**src/rtl/sts_pkg.sv**
```systemverilog
// Shared types and constants of the stabilisation trajectory smoother.
package sts_pkg;

  localparam int DATA_W  = 32;
  localparam int TRAJ_W  = 48;
  localparam int NCH     = 3;
  localparam int TDATA_W = NCH * DATA_W;
  localparam int CFG_W   = 4;

  localparam logic [CFG_W-1:0] RADIUS_RESET = 4'd15;

  typedef enum logic [4:0] {
    ST_IDLE = 5'b00001,
    ST_SUM  = 5'b00010,
    ST_PREP = 5'b00100,
    ST_DIV  = 5'b01000,
    ST_OUT  = 5'b10000
  } ctrl_state_t;

  typedef struct packed {
    logic accept;
    logic sum_run;
    logic div_load;
    logic div_run;
    logic out_load;
  } dp_cmd_t;

  typedef struct packed {
    logic sum_done;
    logic div_done;
  } dp_status_t;

endpackage

```
**src/rtl/sts_ctrl.sv**
```systemverilog
// Controller state machine of the stabilisation trajectory smoother.
module sts_ctrl
  import sts_pkg::*;
(
  input  logic       clk,
  input  logic       rst_n,
  input  logic       in_tvalid,
  output logic       in_tready,
  output logic       out_tvalid,
  input  logic       out_tready,
  input  dp_status_t status,
  output dp_cmd_t    cmd
);

  ctrl_state_t state_r, state_nxt;
  logic        out_tvalid_r, out_tvalid_nxt;
  logic        out_free;

  assign in_tready  = (state_r == ST_IDLE);
  assign out_tvalid = out_tvalid_r;
  assign out_free   = !out_tvalid_r || out_tready;

  always_comb begin
    state_nxt    = state_r;
    cmd          = '0;
    cmd.accept   = in_tvalid && (state_r == ST_IDLE);
    unique case (state_r)
      ST_IDLE: begin
        if (in_tvalid) state_nxt = ST_SUM;
      end
      ST_SUM: begin
        cmd.sum_run = 1'b1;
        if (status.sum_done) state_nxt = ST_PREP;
      end
      ST_PREP: begin
        cmd.div_load = 1'b1;
        state_nxt    = ST_DIV;
      end
      ST_DIV: begin
        cmd.div_run = 1'b1;
        if (status.div_done) state_nxt = ST_OUT;
      end
      ST_OUT: begin
        if (out_free) begin
          cmd.out_load = 1'b1;
          state_nxt    = ST_IDLE;
        end
      end
      default: state_nxt = ST_IDLE;
    endcase
  end

  always_comb begin
    out_tvalid_nxt = out_tvalid_r;
    if (cmd.out_load) out_tvalid_nxt = 1'b1;
    else if (out_tready) out_tvalid_nxt = 1'b0;
  end

  always_ff @(posedge clk) begin
    if (!rst_n) begin
      state_r      <= ST_IDLE;
      out_tvalid_r <= 1'b0;
    end else begin
      state_r      <= state_nxt;
      out_tvalid_r <= out_tvalid_nxt;
    end
  end

endmodule

```
**config.mk**
```make
export PLATFORM = sky130hd
export DESIGN_NAME = sts_ctrl
export DESIGN_NICKNAME = d
export VERILOG_FILES = /design/src/rtl/sts_pkg.sv /design/src/rtl/sts_ctrl.sv
export SDC_FILE = /design/constraint.sdc
export NUM_CORES = 1
export LEC_CHECK = 0
export ABC_AREA = 1
export BUFFER_PORTS_ARGS = -buffer_cell sky130_fd_sc_hd__clkbuf_2
export CAP_MARGIN = 20
export CORE_AREA = 5 5 42 44
export DETAILED_ROUTE_END_ITERATION = 16
export DIE_AREA = 0 0 47 49
export GPL_TIMING_DRIVEN = 0
export PLACE_DENSITY_LB_ADDON = 0.2
export SLEW_MARGIN = 20
export SYNTH_ARGS = -nofsm -noshare
export SYNTH_HDL_FRONTEND = slang
export SYNTH_SLANG_ARGS = --single-unit
```
**constraint.sdc**
```tcl
create_clock -name clk -period 2.9 [get_ports clk]
set_input_delay 0.145 -clock clk [delete_from_list [all_inputs] [get_ports clk]]
set_output_delay 0.145 -clock clk [all_outputs]
set_load 0.05 [all_outputs]
```
# Word-level counts from Yosys, hierarchy flattened
# Cells that the tools add are included.
# word_totals
register_bits	6
input_bits	6
wordCells	28
# classes
eq_ne	9
muxes	12
reduce_logical	5
# op_table
op	count
$pmux W5 S5	1
$mux W5	4
$ne A2 B2 Y1 const B	4
$mux W1	7
$eq A5 B1 Y1 const B	1
$eq A5 B2 Y1 const B	1
$eq A5 B3 Y1 const B	1
$eq A5 B4 Y1 const B	1
$eq A5 B5 Y1 const B	1
$reduce_and A4 Y1	1
$reduce_bool A2 Y1	1
$logic_and A1 B1 Y1	1
$logic_not A1 Y1	1
$logic_or A1 B1 Y1	1

# Longest topological paths before layout
# depth
word_depth	5
mapped_depth	8
mapped_depth_nobuf	8

# Least setup slack after synthesis
# OpenSTA, ideal clock, no wires.
# synth_path
kind	reg-to-reg
startpoint	register state_r[2]
endpoint	register state_r[0]
setup_time_ns	0.120
arrival_ns	1.512
path_slack_ns	1.268
path_stages_with_launch	7
n_path_buf	0
synth_period_minus_slack_ns	1.632
cell_sequence	dfxtp_1 -> nor2_2 -> nand2_1 -> nor2_1 -> nor3_1 -> nand2_1 -> nand3_1
# synth_via
elab_chain_len	3
elab_cells_between_ends	11
# synth_rtl
element	line	source
start, declared	sts_ctrl.sv:15	ctrl_state_t state_r, state_nxt;
start signal, assigned	sts_ctrl.sv:64	state_r <= state_nxt;
$eq A5 B5 Y1, or another cell as far along	sts_ctrl.sv:27	unique case (state_r)
$ne A2 B2 Y1 (no line)	--	
$reduce_and A4 Y1 (no line)	--	
# Parallel ways exist; a longest one is shown, timed or not.
# A chain may end at the register's enable or synchronous reset.

==> summary.md <==
| Metric | Value |
|---|---|
| Outcome | `complete, no violations` |
| # hold bufs at CTS | `0` |
| Ant. Diodes | `0` |
| First-pass DRT Iterations | `4` |
| Largest family of logic cells by synthesized area | `simple AND/OR/NAND/NOR gates` |
| CTS Buf Count | `3` |
| Post-route minimum period | `1.55 ns` |
| Unrepaired setup endpoints after global routing | `no` |
| Layout Cells excl Fill | `86` |
| CP max-delay cell | `dfxtp_1` |
| Compound-cell area share of the yosys netlist | `5.09%` |
| Syn_nets | `roughly 60` |
| Mux cell area share after synthesis | `0%` |
| GPL Wtd Cong | `0.784` |
| Antenna violations before repair | `0` |
| Slew Viols, Final | `0` |
| FMAX | `647 MHz` |
| Clock buffer depth | `2` |
| Slew margin rel. | `81.3%` |
| FF+latch count, synth | `6` |
| Number of post-CTS setup repair buffers | `0` |
| Simple-Gate Fraction of Synth Area | `about two fifths` |
| Worst EP arrival | `1.40 ns` |
| Detail Route Antenna Nets | `0` |
| Multi-input logic area | `160 um^2` |
| Die Ht | `49 um` |
| Die width | `47 um` |
| Synth Area in Adders | `0%` |
| Total Nets Final | `78` |
| Overall Power | `0.276 mW` |
| Clk sinks | `6` |
| # IOs | `13` |
| Worst r2r path cells | `6` |
| Kind of critical path | `flop to primary output` |
| Post-cts sizing count | `0` |
| Fin. Hold Viols | `0` |
| Drt total wl | `768 um` |
| Syn Std Cell Area | `344 um^2` |
| Worst-path fanout max | `6` |
| P&R area growth vs syn | `29.8%` |
| Required time of the critical path | `2.76 ns` |
| Max Cap Viol | `0` |
| XOR/XNOR Fraction of Synth Area | `0%` |
| Biggest cell delay along the critical path | `0.33 ns` |
| # fillers | `165` |
| Core footprint | `0.00140 mm^2` |
| Worst hold path type | `input pin to flop` |
| H-tree depth | `1` |
| Crit end category | `primary output` |
| CTS tree | `built` |
| Final Skew | `0.000709 ns` |
| GRT Total Usage | `8.10%` |
| Initial DRC count | `5` |
| Mapped Cells | `55` |
| Avg Cell Area, Syn | `6.26 um^2` |
| Crit-path cells | `nor2_2 -> nand3_1 -> nor2_1 -> buf_4 -> clkbuf_2` |
| Synth cell types | `12` |
| Post-DP HPWL | `629 um` |
| Hold path startpoint | `rst_n` |
| Fin Setup TNS | `0 ns` |
| Synthesis Warnings | `0` |
| Crit start category | `flop` |
| IO Port Bufs | `12` |
| Worst slew pin tran | `0.281 ns` |
| P_leak | `between 0.2 and 0.3 nW` |
| PwrDens | `617 mW/mm^2` |
| Clock-pin slew on the worst setup and hold paths | `0.04 ns` |
| Residual DRC | `0` |
| Via Count | `~370` |
| Setup-failing EPs final | `0` |
| Global-route wire length before repair | `1270 um` |
| Worst reg2reg path startpoint | `state_r[2]` |
| Clk Latency, worst-skew pair | `0.24 ns` |
| Largest net degree at the start of global routing | `7` |
| Via density | `4.29` |
| Hold_ws | `between 0.1 and 0.15 ns` |
| Clock root buffer | `clkbuf_4` |
| FF/Latch Area | `120 um^2` |
| Global route overflow | `0` |
| Starting density of the core | `24.6%` |
| Maximum VDD drop | `311 uV` |
| Start point of the critical path | `state_r[2]` |
| Final period util | `approximately 53%` |
| Row cnt | `14` |
| Share of cells above drive strength 1 | `roughly 30%` |
| Die ar. | `0.00230 mm^2` |
| Hold Crit Depth | `2` |
| WL/cell | `8.93 um` |
| Placed Cells | `83` |
| Vias in the first global route | `~330` |
| Seq/Total Area, Yosys | `34.9%` |
[state kept, by name, summed over array words and instances (netlist names)]
| signal | count |
|---|---|
| state_r | 5 |
| out_tvalid | 1 |
[metal layers]
metal	vias up	share of wire [%]	track usage (%)
met5	-	0	0
met4	0	3.6	8.29
met3	4	3.8	3.32
met2	7	49	11.5
met1	156	44	8.15
li1	202	-	-
[worst paths after layout]
check / endpoint / slack, ns
setup / recovery: cmd[0] / 1.35
hold / removal: state_r[0] / 0.13
setup reg to reg: state_r[0] / 1.79
hold reg to reg: state_r[4] / 0.54
[power by group]
part	internal, mW	switching (mW)	total, mW	leakage [nW]
registers	0.0908	0.00723	0.0980	0.0490
clock network	0.0468	0.0293	0.0761	0.0138
logic	0.0268	0.0749	0.102	0.206
total	0.164	0.112	0.276	0.269
[logic make-up after synthesis]
logic type	count (synthesis)
and+or+nand+nor	31
buffers and inverters	15
DFF	6
AOI/OAI and AO/OA	3
[cell usage after synthesis]
cell	count	area share, %
nand2_1	8	8.7
nand3_1	4	5.8
dfxtp_1	6	35
nand4_1	5	9.1
o21a_1	1	2.2
a21oi_1	2	2.9
nor3_1	1	1.5
inv_1	12	13
nor2_2	3	5.5
buf_4	2	4.4
nor2_1	10	11
inv_2	1	1.1
[worst max-delay path: cells and delay by family (launching register included)]
kind	cells	cell delay, ns
and+or+nand+nor	3	0.45
buffers and inverters	2	0.38
DFF	1	0.33
[metrics by stage]
stage	setup WS, ns	instance area, um^2	util [%]
floorplan	1.27	344	-
global placement	1.59	424	30.3
detailed placement	1.61	424	30.3
CTS	1.34	447	31.9
global route	1.19	447	31.9
finish	1.35	447	31.9
[layout by cell type (no fill, tap or decap)]
cell type  synthesis  final
inv_1             12     12
nand2_1            8      8
nand3_1            4      4
dfxtp_1            6      6
clkbuf_2           0     12
buf_4              2      2
nor2_2             3      3
o21a_1             1      1
inv_2              1      1
nor2_1            10     10
clkbuf_4           0      3
nor3_1             1      1
a21oi_1            2      2
nand4_1            5      5
[final cells by class]
cell class	count	area share (%)
buffer	2	3.36
clock buffer	3	5.04
inverter	13	10.9
multi-input combinational	34	35.9
sequential	6	26.9
tap	16	4.48
timing repair buffer	12	13.4
Power figures use the tool's default switching activity.
